### config.mk
export PLATFORM = sky130hd
export DESIGN_NAME = alert_pattern_sequencer_top_flat
export DESIGN_NICKNAME = d
export VERILOG_FILES = /design/src/aps_pkg.sv /design/src/aps_if.sv /design/src/aps_reduce.sv /design/src/aps_timer.sv /design/src/aps_pattern.sv /design/src/alert_pattern_sequencer_top.sv /design/src/flat_wrapper.sv
export SDC_FILE = /design/constraint.sdc
export NUM_CORES = 1
export LEC_CHECK = 0
export BUFFER_PORTS_ARGS = -buffer_cell sky130_fd_sc_hd__buf_4
export CAP_MARGIN = 25
export CORE_MARGIN = 5
export CORE_UTILIZATION = 60
export DETAILED_ROUTE_END_ITERATION = 8
export PLACE_DENSITY = 0.76
export SYNTH_ARGS = -nofsm -noshare
export SYNTH_HDL_FRONTEND = slang
export SYNTH_SLANG_ARGS = --single-unit
### constraint.sdc
create_clock -name clk_i -period 7.2 [get_ports clk_i]
set_input_delay 0.36 -clock clk_i [delete_from_list [all_inputs] [get_ports clk_i]]
set_output_delay 0.36 -clock clk_i [all_outputs]
set_load 0.01 [all_outputs]
### src/aps_pkg.sv
`default_nettype none

package aps_pkg;

  localparam int unsigned TICK_W    = 16;
  localparam int unsigned ELAPSED_W = 32;
  localparam int unsigned FREQ_W    = 12;

  // long period covers 2000, 1000, 500, 400 and 250; tone period is 300
  localparam int unsigned PER_LONG = 2000;
  localparam int unsigned PER_TONE = 300;
  localparam int unsigned PER_1000 = 1000;
  localparam int unsigned PER_500  = 500;
  localparam int unsigned PER_400  = 400;
  localparam int unsigned PER_250  = 250;

  localparam int unsigned RL_W = 11;
  localparam int unsigned RT_W = 9;

  localparam int unsigned LONG_SHIFT = 27;
  localparam int unsigned LONG_RECIP = (1 << LONG_SHIFT) / PER_LONG + 1;
  localparam int unsigned QL_W       = 6;
  localparam int unsigned TONE_SHIFT = 26;
  localparam int unsigned TONE_RECIP = (1 << TONE_SHIFT) / PER_TONE + 1;
  localparam int unsigned QT_W       = 8;

  // residue correction when the elapsed counter wraps past 2^32
  localparam longint unsigned WRAP_MOD = 64'd4294967296;
  localparam int unsigned WRAP_ADJ_LONG =
    (PER_LONG - int'(WRAP_MOD % longint'(PER_LONG))) % PER_LONG;
  localparam int unsigned WRAP_ADJ_TONE =
    (PER_TONE - int'(WRAP_MOD % longint'(PER_TONE))) % PER_TONE;

  localparam logic [FREQ_W-1:0] TONE_1000  = 12'd1000;
  localparam logic [FREQ_W-1:0] TONE_2000  = 12'd2000;
  localparam logic [FREQ_W-1:0] TONE_2400  = 12'd2400;
  localparam logic [FREQ_W-1:0] TONE_2800  = 12'd2800;
  localparam logic [FREQ_W-1:0] TONE_3200  = 12'd3200;

  localparam logic [1:0] MODE_FAULT     = 2'd1;
  localparam logic [1:0] MODE_ESTOP     = 2'd2;
  localparam logic [1:0] MODE_LINK_LOST = 2'd3;

  localparam logic [1:0] LEVEL_EARLY  = 2'd1;
  localparam logic [1:0] LEVEL_DROWSY = 2'd2;
  localparam logic [1:0] LEVEL_DANGER = 2'd3;

  typedef enum logic [2:0] {
    COND_FAULT       = 3'd0,
    COND_LINK_LOST   = 3'd1,
    COND_SENSOR_LOST = 3'd2,
    COND_L3          = 3'd3,
    COND_L2          = 3'd4,
    COND_L1          = 3'd5,
    COND_L0          = 3'd6
  } cond_e;

  typedef struct packed {
    logic              valid;
    cond_e             cond;
    logic [TICK_W-1:0] tick;
    logic [RL_W-1:0]   tm_long;
    logic [RT_W-1:0]   tm_tone;
  } tick_red_t;

  typedef struct packed {
    logic                 valid;
    cond_e                cond;
    logic [ELAPSED_W-1:0] elapsed;
    logic [RL_W-1:0]      r_long;
    logic [RT_W-1:0]      r_tone;
  } timer_st_t;

  function automatic cond_e derive_cond(logic [1:0] mode, logic [1:0] level,
                                        logic sens, logic link, logic estop);
    cond_e c;
    priority if (mode == MODE_FAULT || mode == MODE_ESTOP || estop) begin
      c = COND_FAULT;
    end else if (link || mode == MODE_LINK_LOST) begin
      c = COND_LINK_LOST;
    end else if (sens) begin
      c = COND_SENSOR_LOST;
    end else begin
      unique case (level)
        LEVEL_DANGER: c = COND_L3;
        LEVEL_DROWSY: c = COND_L2;
        LEVEL_EARLY:  c = COND_L1;
        default:      c = COND_L0;
      endcase
    end
    return c;
  endfunction

endpackage

`default_nettype wire

### src/aps_if.sv
`default_nettype none

interface aps_tick_if import aps_pkg::*; ();
  logic              valid;
  logic              ready;
  logic [TICK_W-1:0] tick_ms;
  logic [1:0]        vehicle_mode;
  logic [1:0]        alert_level;
  logic              sensor_lost;
  logic              link_lost;
  logic              estop_flag;

  modport source (output valid, tick_ms, vehicle_mode, alert_level, sensor_lost,
                  link_lost, estop_flag, input ready);
  modport sink (input valid, tick_ms, vehicle_mode, alert_level, sensor_lost,
                link_lost, estop_flag, output ready);
endinterface

interface aps_result_if import aps_pkg::*; ();
  logic              valid;
  logic              ready;
  logic [2:0]        condition;
  logic              buzzer_on;
  logic [FREQ_W-1:0] buzzer_freq_hz;
  logic              led_red;
  logic              led_green;
  logic              led_blue;

  modport source (output valid, condition, buzzer_on, buzzer_freq_hz, led_red,
                  led_green, led_blue, input ready);
  modport sink (input valid, condition, buzzer_on, buzzer_freq_hz, led_red,
                led_green, led_blue, output ready);
endinterface

`default_nettype wire

### src/aps_reduce.sv
`default_nettype none

module aps_reduce import aps_pkg::*; (
  input  wire logic              clk_i,
  input  wire logic              rst_ni,
  input  wire logic              adv_i,
  input  wire logic              valid_i,
  input  wire logic [TICK_W-1:0] tick_ms_i,
  input  wire logic [1:0]        vehicle_mode_i,
  input  wire logic [1:0]        alert_level_i,
  input  wire logic              sensor_lost_i,
  input  wire logic              link_lost_i,
  input  wire logic              estop_flag_i,
  output tick_red_t              red_o
);

  logic              v1_q, v2_q, v3_q;
  logic [TICK_W-1:0] tick1_q, tick2_q, tick3_q;
  cond_e             cond1_q, cond2_q, cond3_q;
  logic [QL_W-1:0]   ql2_q;
  logic [QT_W-1:0]   qt2_q;
  logic [RL_W-1:0]   tml3_q;
  logic [RT_W-1:0]   tmt3_q;

  logic [TICK_W+QL_W+11-1:0] prod_long;
  logic [TICK_W+QT_W+10-1:0] prod_tone;
  logic [QL_W-1:0]           ql_d;
  logic [QT_W-1:0]           qt_d;
  logic [TICK_W-1:0]         ql_back, qt_back;
  logic [RL_W-1:0]           tml_d;
  logic [RT_W-1:0]           tmt_d;

  // quotient by reciprocal, exact over the whole tick range
  assign prod_long = (TICK_W+QL_W+11)'(tick1_q) * (TICK_W+QL_W+11)'(LONG_RECIP);
  assign prod_tone = (TICK_W+QT_W+10)'(tick1_q) * (TICK_W+QT_W+10)'(TONE_RECIP);
  assign ql_d      = QL_W'(prod_long >> LONG_SHIFT);
  assign qt_d      = QT_W'(prod_tone >> TONE_SHIFT);

  assign ql_back = TICK_W'(TICK_W'(ql2_q) * TICK_W'(PER_LONG));
  assign qt_back = TICK_W'(TICK_W'(qt2_q) * TICK_W'(PER_TONE));
  assign tml_d   = RL_W'(tick2_q - ql_back);
  assign tmt_d   = RT_W'(tick2_q - qt_back);

  always_ff @(posedge clk_i or negedge rst_ni) begin
    if (!rst_ni) begin
      v1_q <= 1'b0;
      v2_q <= 1'b0;
      v3_q <= 1'b0;
    end else if (adv_i) begin
      v1_q <= valid_i;
      v2_q <= v1_q;
      v3_q <= v2_q;
    end
  end

  always_ff @(posedge clk_i) begin
    if (adv_i) begin
      tick1_q <= tick_ms_i;
      cond1_q <= derive_cond(vehicle_mode_i, alert_level_i, sensor_lost_i,
                             link_lost_i, estop_flag_i);
      tick2_q <= tick1_q;
      cond2_q <= cond1_q;
      ql2_q   <= ql_d;
      qt2_q   <= qt_d;
      tick3_q <= tick2_q;
      cond3_q <= cond2_q;
      tml3_q  <= tml_d;
      tmt3_q  <= tmt_d;
    end
  end

  assign red_o = '{valid: v3_q, cond: cond3_q, tick: tick3_q,
                   tm_long: tml3_q, tm_tone: tmt3_q};

endmodule

`default_nettype wire

### src/aps_timer.sv
`default_nettype none

module aps_timer import aps_pkg::*; (
  input  wire logic      clk_i,
  input  wire logic      rst_ni,
  input  wire logic      adv_i,
  input  wire tick_red_t red_i,
  output timer_st_t      st_o
);

  localparam int unsigned SL_W = RL_W + 2;
  localparam int unsigned ST_W = RT_W + 2;

  logic                 v_q;
  cond_e                cond_q;
  logic [ELAPSED_W-1:0] elapsed_q;
  logic [RL_W-1:0]      rl_q;
  logic [RT_W-1:0]      rt_q;

  logic [ELAPSED_W:0]   sum;
  logic                 carry;
  logic [SL_W-1:0]      sl;
  logic [ST_W-1:0]      st;
  logic [RL_W-1:0]      rl_add;
  logic [RT_W-1:0]      rt_add;
  logic [ELAPSED_W-1:0] elapsed_d;
  logic [RL_W-1:0]      rl_d;
  logic [RT_W-1:0]      rt_d;

  assign sum   = (ELAPSED_W+1)'(elapsed_q) + (ELAPSED_W+1)'(red_i.tick);
  assign carry = sum[ELAPSED_W];

  always_comb begin
    sl = SL_W'(rl_q) + SL_W'(red_i.tm_long) + (carry ? SL_W'(WRAP_ADJ_LONG) : '0);
    st = ST_W'(rt_q) + ST_W'(red_i.tm_tone) + (carry ? ST_W'(WRAP_ADJ_TONE) : '0);
    priority if (sl >= SL_W'(2 * PER_LONG)) begin
      rl_add = RL_W'(sl - SL_W'(2 * PER_LONG));
    end else if (sl >= SL_W'(PER_LONG)) begin
      rl_add = RL_W'(sl - SL_W'(PER_LONG));
    end else begin
      rl_add = RL_W'(sl);
    end
    priority if (st >= ST_W'(2 * PER_TONE)) begin
      rt_add = RT_W'(st - ST_W'(2 * PER_TONE));
    end else if (st >= ST_W'(PER_TONE)) begin
      rt_add = RT_W'(st - ST_W'(PER_TONE));
    end else begin
      rt_add = RT_W'(st);
    end
    if (red_i.cond != cond_q) begin
      elapsed_d = '0;
      rl_d      = '0;
      rt_d      = '0;
    end else begin
      elapsed_d = sum[ELAPSED_W-1:0];
      rl_d      = rl_add;
      rt_d      = rt_add;
    end
  end

  always_ff @(posedge clk_i or negedge rst_ni) begin
    if (!rst_ni) begin
      v_q       <= 1'b0;
      cond_q    <= COND_L0;
      elapsed_q <= '0;
      rl_q      <= '0;
      rt_q      <= '0;
    end else if (adv_i) begin
      v_q <= red_i.valid;
      if (red_i.valid) begin
        cond_q    <= red_i.cond;
        elapsed_q <= elapsed_d;
        rl_q      <= rl_d;
        rt_q      <= rt_d;
      end
    end
  end

  assign st_o = '{valid: v_q, cond: cond_q, elapsed: elapsed_q,
                  r_long: rl_q, r_tone: rt_q};

endmodule

`default_nettype wire

### src/aps_pattern.sv
`default_nettype none

module aps_pattern import aps_pkg::*; (
  input  wire logic               clk_i,
  input  wire logic               rst_ni,
  input  wire logic               adv_i,
  input  wire timer_st_t          st_i,
  output logic                    valid_o,
  output logic [2:0]              condition_o,
  output logic                    buzzer_on_o,
  output logic [FREQ_W-1:0]       buzzer_freq_hz_o,
  output logic                    led_red_o,
  output logic                    led_green_o,
  output logic                    led_blue_o
);

  logic              valid_q;
  logic [2:0]        cond_q;
  logic              on_q, red_q, green_q, blue_q;
  logic [FREQ_W-1:0] tone_q;

  logic [RL_W-1:0]   r1000, r500, r250;
  logic              half400;
  logic              on_d, red_d, green_d, blue_d;
  logic [FREQ_W-1:0] tone_d;

  always_comb begin
    r1000 = (st_i.r_long >= RL_W'(PER_1000)) ? RL_W'(st_i.r_long - RL_W'(PER_1000))
                                            : st_i.r_long;
    r500  = (r1000 >= RL_W'(PER_500)) ? RL_W'(r1000 - RL_W'(PER_500)) : r1000;
    r250  = (r500 >= RL_W'(PER_250)) ? RL_W'(r500 - RL_W'(PER_250)) : r500;
    half400 = 1'b0;
    for (int k = 0; k < PER_LONG / PER_400; k++) begin
      if (st_i.r_long >= RL_W'(k * PER_400) &&
          st_i.r_long < RL_W'(k * PER_400 + PER_400 / 2)) begin
        half400 = 1'b1;
      end
    end
  end

  always_comb begin
    on_d    = 1'b0;
    tone_d  = tone_q;
    red_d   = 1'b0;
    green_d = 1'b0;
    blue_d  = 1'b0;
    unique case (st_i.cond)
      COND_FAULT: begin
        on_d   = 1'b1;
        tone_d = TONE_1000;
        red_d  = r1000 < RL_W'(PER_1000 / 2);
      end
      COND_LINK_LOST: begin
        if (st_i.r_long < RL_W'(50)) begin
          on_d   = 1'b1;
          tone_d = TONE_1000;
        end
        red_d   = r500 < RL_W'(PER_500 / 2);
        green_d = red_d;
      end
      COND_SENSOR_LOST: begin
        blue_d = r1000 < RL_W'(PER_1000 / 2);
      end
      COND_L3: begin
        on_d   = 1'b1;
        tone_d = (st_i.r_tone < RT_W'(PER_TONE / 2)) ? TONE_3200 : TONE_2400;
        red_d  = r250 < RL_W'(PER_250 / 2);
      end
      COND_L2: begin
        if (half400) begin
          on_d   = 1'b1;
          tone_d = TONE_2800;
        end
        red_d = 1'b1;
      end
      COND_L1: begin
        // two pulses only, within the first second
        if (st_i.elapsed < ELAPSED_W'(2 * PER_500) && r500 < RL_W'(100)) begin
          on_d   = 1'b1;
          tone_d = TONE_2000;
        end
        red_d   = 1'b1;
        green_d = 1'b1;
      end
      default: begin
        green_d = 1'b1;
      end
    endcase
  end

  always_ff @(posedge clk_i or negedge rst_ni) begin
    if (!rst_ni) begin
      valid_q <= 1'b0;
      tone_q  <= TONE_2000;
    end else if (adv_i) begin
      valid_q <= st_i.valid;
      if (st_i.valid) begin
        tone_q <= tone_d;
      end
    end
  end

  always_ff @(posedge clk_i) begin
    if (adv_i && st_i.valid) begin
      cond_q  <= st_i.cond;
      on_q    <= on_d;
      red_q   <= red_d;
      green_q <= green_d;
      blue_q  <= blue_d;
    end
  end

  assign valid_o          = valid_q;
  assign condition_o      = cond_q;
  assign buzzer_on_o      = on_q;
  assign buzzer_freq_hz_o = tone_q;
  assign led_red_o        = red_q;
  assign led_green_o      = green_q;
  assign led_blue_o       = blue_q;

endmodule

`default_nettype wire

### src/alert_pattern_sequencer_top.sv
// Alert pattern sequencer. Takes one tick item per cycle unless a result waits
// to be taken, and presents one result item per tick. Input, quotient and
// remainder stages reduce the tick time modulo 2000 and 300 by reciprocal
// multiplication, one stage updates the condition, the 32-bit elapsed counter
// and its residues, and the last stage derives buzzer and LED states into the
// result register. The whole pipeline holds while a result waits to be taken;
// the tone is held while the buzzer is off and resets to 2000 Hz.
`default_nettype none

module alert_pattern_sequencer_top import aps_pkg::*; (
  input  wire logic    clk_i,
  input  wire logic    rst_ni,
  aps_tick_if.sink     tick_i,
  aps_result_if.source result_o
);

  logic      adv;
  logic      res_valid;
  tick_red_t red;
  timer_st_t st;

  assign adv          = !res_valid || result_o.ready;
  assign tick_i.ready = adv;

  aps_reduce u_reduce (
    .clk_i          (clk_i),
    .rst_ni         (rst_ni),
    .adv_i          (adv),
    .valid_i        (tick_i.valid),
    .tick_ms_i      (tick_i.tick_ms),
    .vehicle_mode_i (tick_i.vehicle_mode),
    .alert_level_i  (tick_i.alert_level),
    .sensor_lost_i  (tick_i.sensor_lost),
    .link_lost_i    (tick_i.link_lost),
    .estop_flag_i   (tick_i.estop_flag),
    .red_o          (red)
  );

  aps_timer u_timer (
    .clk_i  (clk_i),
    .rst_ni (rst_ni),
    .adv_i  (adv),
    .red_i  (red),
    .st_o   (st)
  );

  aps_pattern u_pattern (
    .clk_i            (clk_i),
    .rst_ni           (rst_ni),
    .adv_i            (adv),
    .st_i             (st),
    .valid_o          (res_valid),
    .condition_o      (result_o.condition),
    .buzzer_on_o      (result_o.buzzer_on),
    .buzzer_freq_hz_o (result_o.buzzer_freq_hz),
    .led_red_o        (result_o.led_red),
    .led_green_o      (result_o.led_green),
    .led_blue_o       (result_o.led_blue)
  );

  assign result_o.valid = res_valid;

  a_residue_range: assert property (@(posedge clk_i) disable iff (!rst_ni)
    st.r_long < RL_W'(PER_LONG) && st.r_tone < RT_W'(PER_TONE))
    else $error("elapsed residue out of range");

  a_change_clears: assert property (@(posedge clk_i) disable iff (!rst_ni)
    st.cond != $past(st.cond) |-> st.elapsed == '0 && st.r_long == '0 && st.r_tone == '0)
    else $error("condition change did not clear elapsed time");

  a_tone_set: assert property (@(posedge clk_i) disable iff (!rst_ni)
    result_o.buzzer_freq_hz == TONE_1000 || result_o.buzzer_freq_hz == TONE_2000 ||
    result_o.buzzer_freq_hz == TONE_2400 || result_o.buzzer_freq_hz == TONE_2800 ||
    result_o.buzzer_freq_hz == TONE_3200)
    else $error("buzzer tone outside the fixed set");

endmodule

`default_nettype wire

### src/flat_wrapper.sv
// flat-port wrapper written by rule: the top's interface ports become plain ports
module alert_pattern_sequencer_top_flat import aps_pkg::*;
  (clk_i, rst_ni, tick_i_valid, tick_i_tick_ms, tick_i_vehicle_mode, tick_i_alert_level, tick_i_sensor_lost, tick_i_link_lost, tick_i_estop_flag, tick_i_ready, result_o_valid, result_o_condition, result_o_buzzer_on, result_o_buzzer_freq_hz, result_o_led_red, result_o_led_green, result_o_led_blue, result_o_ready);
  aps_tick_if tick_i_i ();
  aps_result_if result_o_i ();
  input  wire logic clk_i;
  input  wire logic rst_ni;
  input wire logic [$bits(tick_i_i.valid)-1:0] tick_i_valid;
  input wire logic [$bits(tick_i_i.tick_ms)-1:0] tick_i_tick_ms;
  input wire logic [$bits(tick_i_i.vehicle_mode)-1:0] tick_i_vehicle_mode;
  input wire logic [$bits(tick_i_i.alert_level)-1:0] tick_i_alert_level;
  input wire logic [$bits(tick_i_i.sensor_lost)-1:0] tick_i_sensor_lost;
  input wire logic [$bits(tick_i_i.link_lost)-1:0] tick_i_link_lost;
  input wire logic [$bits(tick_i_i.estop_flag)-1:0] tick_i_estop_flag;
  output wire logic [$bits(tick_i_i.ready)-1:0] tick_i_ready;
  output wire logic [$bits(result_o_i.valid)-1:0] result_o_valid;
  output wire logic [$bits(result_o_i.condition)-1:0] result_o_condition;
  output wire logic [$bits(result_o_i.buzzer_on)-1:0] result_o_buzzer_on;
  output wire logic [$bits(result_o_i.buzzer_freq_hz)-1:0] result_o_buzzer_freq_hz;
  output wire logic [$bits(result_o_i.led_red)-1:0] result_o_led_red;
  output wire logic [$bits(result_o_i.led_green)-1:0] result_o_led_green;
  output wire logic [$bits(result_o_i.led_blue)-1:0] result_o_led_blue;
  input wire logic [$bits(result_o_i.ready)-1:0] result_o_ready;
  assign tick_i_i.valid = tick_i_valid;
  assign tick_i_i.tick_ms = tick_i_tick_ms;
  assign tick_i_i.vehicle_mode = tick_i_vehicle_mode;
  assign tick_i_i.alert_level = tick_i_alert_level;
  assign tick_i_i.sensor_lost = tick_i_sensor_lost;
  assign tick_i_i.link_lost = tick_i_link_lost;
  assign tick_i_i.estop_flag = tick_i_estop_flag;
  assign tick_i_ready = tick_i_i.ready;
  assign result_o_valid = result_o_i.valid;
  assign result_o_condition = result_o_i.condition;
  assign result_o_buzzer_on = result_o_i.buzzer_on;
  assign result_o_buzzer_freq_hz = result_o_i.buzzer_freq_hz;
  assign result_o_led_red = result_o_i.led_red;
  assign result_o_led_green = result_o_i.led_green;
  assign result_o_led_blue = result_o_i.led_blue;
  assign result_o_i.ready = result_o_ready;
  alert_pattern_sequencer_top u_core (.clk_i(clk_i), .rst_ni(rst_ni), .tick_i(tick_i_i), .result_o(result_o_i));
endmodule
; Word-level counts from Yosys, hierarchy flattened
; Cells that the tools add are included.
[word_totals]
register_bits = 170
inputBits = 27
out_inout_bits = 21
[op_classes]
add_sub_neg = 14
mul = 4
magnitude_cmp = 24
eq_ne = 15
muxes = 31
reduce_logical = 21
[ops]
columns = operator, count
row1 = $mux 11, 7
row2 = $pmux 12 s5, 1
row3 = $mux 12, 3
row4 = $mul 16x18->34 const B, 1
row5 = $add 32x16->33, 1
row6 = $ge 11x10->1 const B, 3
row7 = $ge 11x9->1 const B, 3
row8 = $mul 16x17->33 const B, 1
row9 = $lt 32x10->1 const B, 1
row10 = $mux 32, 1
row11 = $mux 9, 3
row12 = $ge 11x11->1 const B, 2
row13 = $lt 11x10->1 const B, 2
row14 = $lt 11x11->1 const B, 2
row15 = $lt 11x7->1 const B, 2
row16 = $lt 11x8->1 const B, 2
row17 = $sub 11x11->11 const B, 2
row18 = $add 12x10->13, 1
row19 = $ge 13x11->1 const B, 1
row20 = $ge 13x12->1 const B, 1
row21 = $add 11x11->12, 1
row22 = $add 10x7->11, 1
row23 = $ge 11x1->1 const B, 1
row24 = $ge 11x8->1 const B, 1
row25 = other kinds (37), 65

; Longest topological paths before layout
; Gate-level depths: netlist (run 1).
[logic_depth]
ltp_word = 9
depth_mapped = 28
ltp_nobuf = 26

; Hierarchy
; From an unflattened synthesis (run 1), not the netlist that was laid out.
[hier_totals]
cells_unflattened = 1817
area_unflattened_um2 = 18497.7
[by_module_without_submodules]
columns = mod, n_inst, cells_per_inst, area_each_um2, seq_area_each_um2
row1 = aps_reduce, 1, 989, 11364.6, 2597.5
row2 = aps_timer, 1, 590, 5119.9, 1403.8
row3 = aps_pattern, 1, 237, 2006.9, 467.9
row4 = alert_pattern_sequencer_top, 1, 1, 6.3, 0.0

; Worst setup path before layout (run 1)
; OpenSTA, ideal clock, no wires.
[synth_path]
kind = register to register
from = register u_core.u_reduce.tick3_q[0]
to = register u_core.u_timer.rt_q[4]
setup_ns = 0.121
arrival_ns = 6.142
t_required_ns = 7.079
setup_slack_ns = 0.937
stages_incl_launch_ff = 28
n_path_buf = 1
period_less_slack_ns = 6.263
cell_sequence = edfxtp_1 -> ha_1 -> inv_1 -> fa_1 -> nor2b_1 -> o21a_1 -> o21ai_0 -> a21oi_1 -> o21ai_0 -> a21oi_1 -> o21ai_0 -> nand2b_1 -> a2111oi_0 -> clkbuf_1 -> xor2_1 -> ha_1 -> ha_1 -> a21oi_1 -> xnor2_1 -> inv_1 -> ha_1 -> a221o_1 -> a211o_1 -> a221o_1 -> nor2b_1 -> xnor2_1 -> mux2i_1 -> a22o_1
[synth_via]
elab_chain_cells = 7
elab_cells_between_ends = 10
classes_between = 4 x add/sub / 2 x order compare / 4 x mux
[synth_lines]
columns = element, line
row1 = "start, declared", aps_reduce.sv:18  ; logic [TICK_W-1:0] tick1_q, tick2_q, tick3_q;
row2 = "start signal, assigned", aps_reduce.sv:65  ; tick3_q <= tick2_q;
row3 = $add 32x16->33 (*), aps_timer.sv:30  ; assign sum = (ELAPSED_W+1)'(elapsed_q) + (ELAPSED_W+1)'(red_i.tick);
row4 = $mux 7 (*), aps_timer.sv:35  ; st = ST_W'(rt_q) + ST_W'(red_i.tm_tone) + (carry ? ST_W'(WRAP_ADJ_TONE) : '0);
row5 = $add 10x7->11 (*), aps_timer.sv:35
row6 = $sub 9x9->9 or $ge 11x9->1 (tied branches), "aps_timer.sv:46, aps_timer.sv:45"
row7 = $mux 9, aps_timer.sv:45  ; end else if (st >= ST_W'(PER_TONE)) begin
row8 = $mux 9 (*), aps_timer.sv:43  ; priority if (st >= ST_W'(2 * PER_TONE)) begin
row9 = $mux 9 (*), aps_timer.sv:50  ; if (red_i.cond != cond_q) begin
row10 = "end signal, assigned", aps_timer.sv:74  ; rt_q <= rt_d;
row11 = "end, declared", aps_timer.sv:18  ; logic [RT_W-1:0] rt_q;
; Every way passes the cells marked *; elsewhere a longest branch is shown, timed or not.
; A chain may end at the register's enable or synchronous reset.

; Worst setup path in the final report (run 1)
; Ends and elaborated chain as after synthesis.

==> key figures, run 1 <==
Run status
  • Status: finished, final reports clean

Clocking
  • Clk Latency, worst-skew pair: 0.44 ns
  • Clock slew at reported path FFs: 0.08 ns
  • Clk buf depth: 2
  • Hold-fix buffers, CTS: 0
  • Post_cts resized: 0
  • Post-CTS Setup Repair Bufs: 0
  • CTS Root Cell: clkbuf_16
  • Inserted Clock Buffers: 17
  • TritonCTS clock tree: yes
  • Num Clock Sinks: 160
  • # H-tree levels: 4

Setup path
  • Critical path arrival: 6.83 ns
  • Crit. End Element: register
  • Slowest stage delay, CP: 0.54 ns
  • Critical path startpoint category: register
  • Setup Crit Path Kind: register to register
  • Critical path required time: 7.53 ns
  • Max FO, Critical Path: 8
  • Most used cell, CP: ha_1
  • Slowest cell on crit path: xnor2_1

Logic synthesis
  • Ys async rst share: 43.1%
  • Main area contributors after synthesis: ha_1 24%, fa_1 17%, edfxtp_1 16%
  • Post-Synthesis Cells: 1645
  • Main flop type after synthesis: edfxtp_1
  • Post-synth EDFFs: 91
  • Synth Register Bits: 160
  • Cell area after synthesis: around 0.017 mm2
  • Synth top cells by count: 336 x ha_1, 249 x inv_1, 146 x fa_1
  • Area leader, netlist: ha_1
  • Mean area per synthesized cell: ~11 um2
  • YS warnings: 0
  • Most common cell in the netlist: ha_1
  • Post-synthesis sequential area ratio: 25.8%
  • Top-area cell type share of the netlist area: 24.2%
  • Post-synth cell types: 86

Die
  • Starting density of the core: between 60% and 70%
  • Core area: 0.0286 mm2
  • Die height: ~180 um
  • I/O pin count: 48
  • Row cnt: 62
  • Die width: 180 um
  • Die area: 0.0324 mm2

Run
  • Maxcap violations: 0

GRT
  • First-pass GRT wire length: 63.5 mm
  • Vias in the first global route: 12800
  • Gr ovfl total: 0
  • Initial antenna violation count: 0
  • Pin count of the biggest net entering global routing: 70
  • GRT Overall Usage: a little under a quarter

Cells and area
  • Register Area: 0.00447 mm2
  • Nets: 2194
  • # diodes: 0
  • Share of cells above drive strength 1: roughly 7.5%
  • Area occupied by multi-input gates: ~0.012 mm2
  • Fillers: 2159
  • Area grow syn2layout: 7.78%

Detailed routing
  • Drt initial violations: roughly 640
  • Drt pass-1 iters: 7
  • Vias: 12100
  • Wirelength per Cell: between 15 and 20 um
  • DRC violations left: 0
  • Final wirelength: about 37 mm
  • Final antenna-violating net count: 0
  • Via-to-Cell Ratio: 5.80

STA
  • Final Cycle Share: 90.2%
  • RSZ-0062 raised after global routing: false
  • Rel. slew slack: 40.2%
  • Final Max Tran Viols: 0
  • Clock skew: 0.0178 ns
  • Setup TNS: 0 ns
  • Worst-Margin Slew: between 0.8 and 0.9 ns
  • Final Hold Vio Count: 0
  • Fmax: 154 MHz
  • Final setup violating endpoints: 0
  • Minimum clock period: 6.49 ns

Place
  • Detailed placement HPWL: 29.3 mm
  • I/O Buffers: 44
  • Placer congestion estimate: 0.900

Worst hold path
  • Hold crit path type: input pin to register
-- through the flow --
stage                     cell area (um2)  util [%]  std cells  setup WS, ns  hold slack [ns]
after CTS                           18700      65.2       2080         0.746           0.0808
after global routing                18700      65.3       2082         0.110           0.0933
after detailed placement            18100      63.2       2048         0.779            0.405
final                               18700      65.3       2082         0.705            0.102
after global placement              18100      63.2       2048         0.940            0.402
after floorplan                     17400         -       1647         0.937           0.0644
-- state kept, by name, summed over array words and instances, names as in the netlist, 9 cells and up --
name and cells:
u_core.u_pattern.buzzer_freq_hz_o 9, u_core.u_reduce.tick1_q 16, u_core.u_reduce.tick2_q 16, u_core.u_reduce.tick3_q 16, u_core.u_timer.elapsed_q 32, u_core.u_timer.rl_q 11, u_core.u_timer.rt_q 9
-- cell usage in the layout, fill, tap and decap left out, types with 55 or more instances in the layout --
| master | synthesis | layout |
|---|---|---|
| buf_4 | 3 | 55 |
| o21ai_0 | 66 | 66 |
| xnor2_1 | 66 | 66 |
| ha_1 | 336 | 336 |
| a21oi_1 | 66 | 66 |
| inv_1 | 249 | 249 |
| edfxtp_1 | 91 | 91 |
| nor2_1 | 61 | 61 |
| dfrtp_1 | 61 | 61 |
| fa_1 | 146 | 146 |
| nand2_1 | 76 | 76 |
-- worst max-delay path, delay by kind of cell, from the launching register on --
kind | cells | cell delay, ns
XOR/XNOR | 3 | 0.88
buffers and inverters | 2 | 0.16
multiplexers | 1 | 0.09
AO/OA/AOI/OAI | 12 | 2.98
adder cells (fa/ha/maj) | 5 | 1.38
flip-flops | 1 | 0.39
AND/OR/NAND/NOR | 3 | 0.54
-- per-layer routing --
metal	vias to the layer above	part of all wire, %	GRT usage, %
met5	-	0	0
met1	5926	42	30.2
met4	0	2.4	6.75
met2	283	51	42.3
met3	58	4.3	3.21
li1	5806	-	-
-- cell families (layout without fill, tap and decap cells) --
| kind of cell | Yosys count | after routing | share of synthesized area, % |
|---|---|---|---|
| AO/OA/AOI/OAI | 316 | 316 | 12.7 |
| adder cells (fa/ha/maj) | 483 | 483 | 41.1 |
| XOR/XNOR | 93 | 93 | 4.69 |
| flip-flops | 160 | 160 | 25.8 |
| AND/OR/NAND/NOR | 293 | 293 | 8.62 |
| other | 1 | 3 | 0.0216 |
| multiplexers | 10 | 10 | 0.606 |
| buffers and inverters | 289 | 340 | 6.42 |
-- path summary, 6_finish.rpt --
path / from / slack, ns / cells after the start / end
min reg2reg: u_core.u_reduce.cond1_q[1] / 0.42 / 0 / u_core.u_reduce.cond2_q[1]
max in group asynchronous: rst_ni / 6.34 / 3 / u_core.u_pattern.buzzer_freq_hz_o[9]
min in group asynchronous: rst_ni / 0.27 / 2 / u_core.u_timer.rl_q[6]
max reg2reg: u_core.u_reduce.tick3_q[0] / 0.71 / 26 / u_core.u_timer.rt_q[4]
max: u_core.u_reduce.tick3_q[0] / 0.71 / 26 / u_core.u_timer.rt_q[4]
min: tick_i_tick_ms[11] / 0.10 / 1 / u_core.u_reduce.tick1_q[11]
-- layout make-up --
cell class                      count  area share [%]
Clock inverter                     13           0.616
Clock buffer                       19            2.43
Sequential cell                   160            23.9
Multi-Input combinational cell   1198            63.0
Inverter                          251            5.04
Timing Repair Buffer               57            2.41
Tap cell                          384            2.57
Power of run 1 is left out: the tool's default activity adds up to more than one toggle a clock period on the data nets, which glitch-free logic cannot reach.
==> inputs of run 2 (changes only) <==
CORE_UTILIZATION = 55   (was 60)
PLACE_DENSITY = 0.71   (was 0.76)
==> run 2 against run 1 <==
Effect of this change:
- flip-flop and latch count unchanged
- global-route usage down 2.2 points
- clock skew down 0.00087 ns
- critical path depth unchanged
- register-to-register slack about the same
- utilization down 5.6 points
- via count down 1.2%
==> key figures, run 2 (synthesis results as in run 1) <==
Run status
  • Status: finished, final reports clean

Setup path
  • Critical path arrival: 6.81 ns (-0.02 ns)
  • Most used cell, CP: o21ai_0
  • Top Family by Delay on Critical Path: compound AO/OA/AOI/OAI gates
  • Slowest cell on crit path: a2111oi_2
  • Setup Crit Path Kind: register to register
  • Critical path required time: 7.53 ns (about the same)
  • Slowest stage delay, CP: 0.52 ns (-0.02 ns)
  • Crit. End Element: register
  • WP buf/inv: 2 (unchanged)
  • Critical path startpoint category: register
  • Max FO, Critical Path: 8 (unchanged)

Cells and area
  • Share of cells above drive strength 1: 7.48% (unchanged)
  • Top reg by flops: u_core.u_timer.elapsed_q
  • # diodes: 0 (unchanged)
  • Area occupied by multi-input gates: 0.0118 mm2 (unchanged)
  • Most common cell after layout, fill and taps aside: ha_1
  • Commonest cells after routing, fill and taps aside: 336 x ha_1, 249 x inv_1, 146 x fa_1
  • Area grow syn2layout: 7.75% (about the same)
  • Fillers: 2579 (+19%)
  • Register Area: 0.00447 mm2 (unchanged)
  • Nets: 2194 (unchanged)
  • Max FFs per register: 32 (unchanged)

Clocking
  • Hold-fix buffers, CTS: 0 (unchanged)
  • CTS Root Cell: clkbuf_16
  • Clk buf depth: 2 (unchanged)
  • Clk Latency, worst-skew pair: 0.45 ns (about the same)
  • Inserted Clock Buffers: 17 (unchanged)
  • Clock slew at reported path FFs: 0.08 ns (about the same)
  • # H-tree levels: 4 (unchanged)
  • Num Clock Sinks: 160 (unchanged)
  • Post-CTS Setup Repair Bufs: 0 (unchanged)
  • Post_cts resized: 0 (unchanged)
  • TritonCTS clock tree: yes

GRT
  • Pin count of the biggest net entering global routing: 70 (unchanged)
  • Initial antenna violation count: 1 (+1)
  • GRT Overall Usage: 21.5% (-2.2 points)
  • First-pass GRT wire length: 62.0 mm (-2.5%)
  • Vias in the first global route: 12500 (-2.5%)
  • Gr ovfl total: 0 (unchanged)

Detailed routing
  • Drt pass-1 iters: 5 (-2)
  • Drt initial violations: 553 (-13%)
  • Wirelength per Cell: 17.3 um (-3.6%)
  • Final antenna-violating net count: 0 (unchanged)
  • Final wirelength: 36.3 mm (-2.8%)
  • Via-to-Cell Ratio: 5.68 (-2.0%)
  • Vias: 11900 (-1.2%)
  • DRC violations left: 0 (unchanged)

Worst hold path
  • Hold crit path type: input pin to register

Place
  • I/O Buffers: 44 (unchanged)
  • Placer congestion estimate: 0.897 (-0.31%)
  • Detailed placement HPWL: 28.9 mm (-1.5%)

Die
  • Row cnt: 65 (+4.8%)
  • Die area: 0.0352 mm2 (+8.6%)
  • I/O pin count: 48 (unchanged)
  • Die width: 188 um (+4.2%)
  • Starting density of the core: 55.4% (-5.2 points)
  • Die height: 188 um (+4.2%)
  • Core area: 0.0313 mm2 (+9.4%)

STA
  • Rel. slew slack: 43.4% (+3.2 points)
  • Setup TNS: 0 ns (unchanged)
  • Hold slack: 0.0802 ns (-0.0218 ns)
  • Final Cycle Share: 90.1% (-0.13 points)
  • Final Hold Vio Count: 0 (unchanged)
  • Final setup violating endpoints: 0 (unchanged)
  • Worst-Margin Slew: 0.850 ns (-0.0477 ns)
  • RSZ-0062 raised after global routing: false
  • Fmax: 154 MHz (+0.14%)
  • Clock skew: 0.0170 ns (-0.000871 ns)
  • Final Max Tran Viols: 0 (unchanged)
  • Minimum clock period: 6.49 ns (-0.00903 ns)

Run
  • Maxcap violations: 0 (unchanged)
-- run 2: changes by cell type in the layout (fill, tap and decap cells not counted), sizes merged --
cell / previous run / this run
clkbuf: 19 / 18
inv: 259 / 254
clkinvlp: 1 / 3
clkinv: 4 / 8
-- run 2: per-layer routing --
layer | wire [um] | vias up | GRT usage (%)
met3 | 1220 | 48 | 3.52
met4 | 710 | 0 | 5.79
met2 | 18000 | 208 | 37.2
met1 | 16300 | 5862 | 28.1
met5 | 0 | - | 0
li1 | - | 5814 | -
-- run 2: path summary, 6_finish.rpt --
| path | slack, ns | cells past startpoint | start | endpoint |
|---|---|---|---|---|
| setup reg to reg | 0.71 | 26 | u_core.u_reduce.tick3_q[0] | u_core.u_timer.rt_q[3] |
| min in group asynchronous | 0.42 | 2 | rst_ni | u_core.u_timer.elapsed_q[27] |
| setup / recovery | 0.71 | 26 | u_core.u_reduce.tick3_q[0] | u_core.u_timer.rt_q[3] |
| hold reg to reg | 0.42 | 0 | u_core.u_reduce.cond2_q[1] | u_core.u_reduce.cond3_q[1] |
| hold / removal | 0.08 | 1 | tick_i_tick_ms[9] | u_core.u_reduce.tick1_q[9] |
| max in group asynchronous | 6.14 | 3 | rst_ni | u_core.u_pattern.buzzer_freq_hz_o[9] |
-- run 2: layout make-up --
| cell class | instances | share of cell area [%] |
|---|---|---|
| multi-input combinational | 1198 | 63.1 |
| sequential | 160 | 23.9 |
| inverter | 251 | 5.04 |
| tap | 402 | 2.69 |
| timing repair buffer | 57 | 2.37 |
| clock buffer | 18 | 2.35 |
| clock inverter | 14 | 0.582 |
-- run 2: stage by stage --
step / util, % / cell area, um2 / std cells / setup slack, ns
floorplan: - / 17400 / 1647 / 0.937
global placement: 57.9 / 18100 / 2066 / 0.892
detailed placement: 57.9 / 18100 / 2066 / 0.684
CTS: 59.6 / 18700 / 2098 / 0.661
global route: 59.7 / 18700 / 2100 / 0.116
finish: 59.7 / 18700 / 2100 / 0.714
Power of run 2 is left out for the same reason.
==> inputs of run 3 (changes only) <==
CORE_ASPECT_RATIO = 0.75   (was default)
==> run 3 against run 2 <==
Effect of this change:
- register-to-register slack improved by 0.097 ns
- clock skew shrank 0.0059 ns
- clock-buffer cell count grew 1
- non-clock buffer count is the same
- via count up 1.1%
- critical path depth did not move
- highest routed layer unchanged
- die area grew 0.10%
==> key figures, run 3 (synthesis results as in run 1) <==
Cells and area
  • Nets: 2194 (unchanged)
  • Fillers: 2504 (-2.9%)
  • Commonest cells after routing, fill and taps aside: 336 x ha_1, 249 x inv_1, 146 x fa_1
  • Most common cell after layout, fill and taps aside: ha_1
  • Top reg by flops: u_core.u_timer.elapsed_q
  • Max FFs per register: 32 (unchanged)
  • Post-Layout Inst Area: 0.0188 mm2 (+0.68%)
  • Share of cells above drive strength 1: 7.71% (+0.24 points)
  • Area grow syn2layout: 8.48%
  • # diodes: 0 (unchanged)

Detailed routing
  • DRC violations left: 0 (unchanged)
  • Wirelength per Cell: 18.6 um (+7.9%)
  • Via-to-Cell Ratio: 5.73 (+0.91%)
  • Final wirelength: 39.2 mm (+8.1%)
  • Vias: 12100 (+1.1%)
  • Final antenna-violating net count: 0 (unchanged)
  • Drt pass-1 iters: 5 (unchanged)
  • Drt initial violations: 747 (+35%)

Die
  • Core area: 0.0312 mm2 (-0.42%)
  • Starting density of the core: 55.6% (+0.23 points)
  • I/O pin count: 48 (unchanged)
  • Row cnt: 56 (-14%)
  • Die width: 215 um (+15%)
  • Die height: 164 um (-13%)
  • Die area: 0.0352 mm2 (+0.10%)

GRT
  • Initial antenna violation count: 0 (-1)
  • First-pass GRT wire length: 64.7 mm (+4.5%)
  • Pin count of the biggest net entering global routing: 70 (unchanged)
  • Vias in the first global route: 12500 (+0.44%)
  • GRT Overall Usage: 23.1% (+1.6 points)
  • Gr ovfl total: 0 (unchanged)

Setup path
  • Critical path startpoint category: register
  • Critical path required time: 7.54 ns (about the same)
  • Max FO, Critical Path: 8 (unchanged)
  • Crit. End Element: register
  • Critical path arrival: 6.73 ns (-0.08 ns)
  • Slowest stage delay, CP: 0.46 ns (-0.06 ns)
  • Setup Crit Path Kind: register to register
  • Slowest cell on crit path: a2111oi_4
  • Most used cell, CP: ha_1
  • R2R cell count: 26 (unchanged)

STA
  • Setup WS post-layout: 0.811 ns (+0.0972 ns)
  • Worst-Margin Slew: 0.809 ns (-0.0410 ns)
  • Fmax: 157 MHz (+1.5%)
  • Minimum clock period: 6.39 ns (-0.0972 ns)
  • Final Cycle Share: 88.7% (-1.3 points)
  • RSZ-0062 raised after global routing: false
  • Clock skew: 0.0111 ns (-0.00587 ns)
  • Final Hold Vio Count: 0 (unchanged)
  • Final Max Tran Viols: 0 (unchanged)
  • Setup TNS: 0 ns (unchanged)
  • Rel. slew slack: 46.1% (+2.7 points)
  • Final setup violating endpoints: 0 (unchanged)

Clocking
  • Post-CTS Setup Repair Bufs: 0 (unchanged)
  • Clk Latency, worst-skew pair: 0.45 ns (about the same)
  • Clk buf depth: 2 (unchanged)
  • TritonCTS clock tree: yes
  • Inserted Clock Buffers: 17 (unchanged)
  • Num Clock Sinks: 160 (unchanged)
  • # H-tree levels: 4 (unchanged)
  • Clock slew at reported path FFs: 0.07 ns (about the same)
  • CTS Root Cell: clkbuf_16

Worst hold path
  • Worst hold stages: 1 (unchanged)
  • Hold crit path type: input pin to register

Place
  • Placed Area: 0.0181 mm2 (about the same)
  • I/O Buffers: 44 (unchanged)
  • Placer congestion estimate: 0.918 (+2.4%)
  • Detailed placement HPWL: 30.6 mm (+6.1%)
  • Setup WS pre-CTS: 0.570 ns (-0.114 ns)

Run status
  • Status: finished, final reports clean

Run
  • Maxcap violations: 0 (unchanged)
[run 3: what timing repair did]
| action | in CTS | in global routing |
|---|---|---|
| hold buffers | 0 | 1 |
| setup endpoints to repair | 0 | 9 |
| resized for setup | 0 | 4 |
| hold endpoints to repair | 0 | 61 |
[run 3: worst max-delay path, delay by kind of cell, from the launching register on]
family,cells,cell delay (ns)
AO/OA/AOI/OAI,12,3.00
AND/OR/NAND/NOR,3,0.56
multiplexers,1,0.09
buffers and inverters,2,0.15
flip-flops,1,0.40
adder cells (fa/ha/maj),5,1.40
XOR/XNOR,3,0.67
[run 3: worst paths after layout]
kind                                        startpoint  slack (ns)                           end
max                         u_core.u_reduce.tick3_q[0]        0.81        u_core.u_timer.rt_q[4]
min                                  tick_i_tick_ms[5]        0.08    u_core.u_reduce.tick1_q[5]
max reg2reg                 u_core.u_reduce.tick3_q[0]        0.81        u_core.u_timer.rt_q[4]
min reg2reg                u_core.u_reduce.tick2_q[12]        0.42   u_core.u_reduce.tick3_q[12]
max in group asynchronous                       rst_ni        6.37      u_core.u_timer.cond_q[2]
min in group asynchronous                       rst_ni        0.25  u_core.u_timer.elapsed_q[18]
[run 3: area by class of cell]
class / instances / area, um2 / share of cell area [%]
timing repair buffer: 57 / 450 / 2.39
clock inverter: 13 / 165 / 0.878
multi-input combinational: 1198 / 11800 / 62.8
clock buffer: 19 / 464 / 2.47
sequential: 160 / 4470 / 23.7
tap: 406 / 508 / 2.70
inverter: 251 / 942 / 5.01
[run 3: layer usage]
| layer | vias to the layer above | global-route usage [%] | part of all wire, % |
|---|---|---|---|
| met4 | 0 | 6.31 | 1.8 |
| met1 | 5887 | 33.5 | 48 |
| li1 | 5810 | - | - |
| met2 | 318 | 34.4 | 42 |
| met5 | - | 0 | 0 |
| met3 | 49 | 6.36 | 7.7 |
[run 3: through the flow]
stage / cells / hold slack (ns) / utilization, %
2_1_floorplan: 1647 / 0.0644 / -
3_3_place_gp: 2070 / 0.402 / 58.1
3_5_place_dp: 2070 / 0.405 / 58.1
4_1_cts: 2102 / 0.0568 / 60.1
5_1_grt: 2104 / 0.0608 / 60.4
6_report: 2104 / 0.0821 / 60.4
Power of run 3 is left out for the same reason.
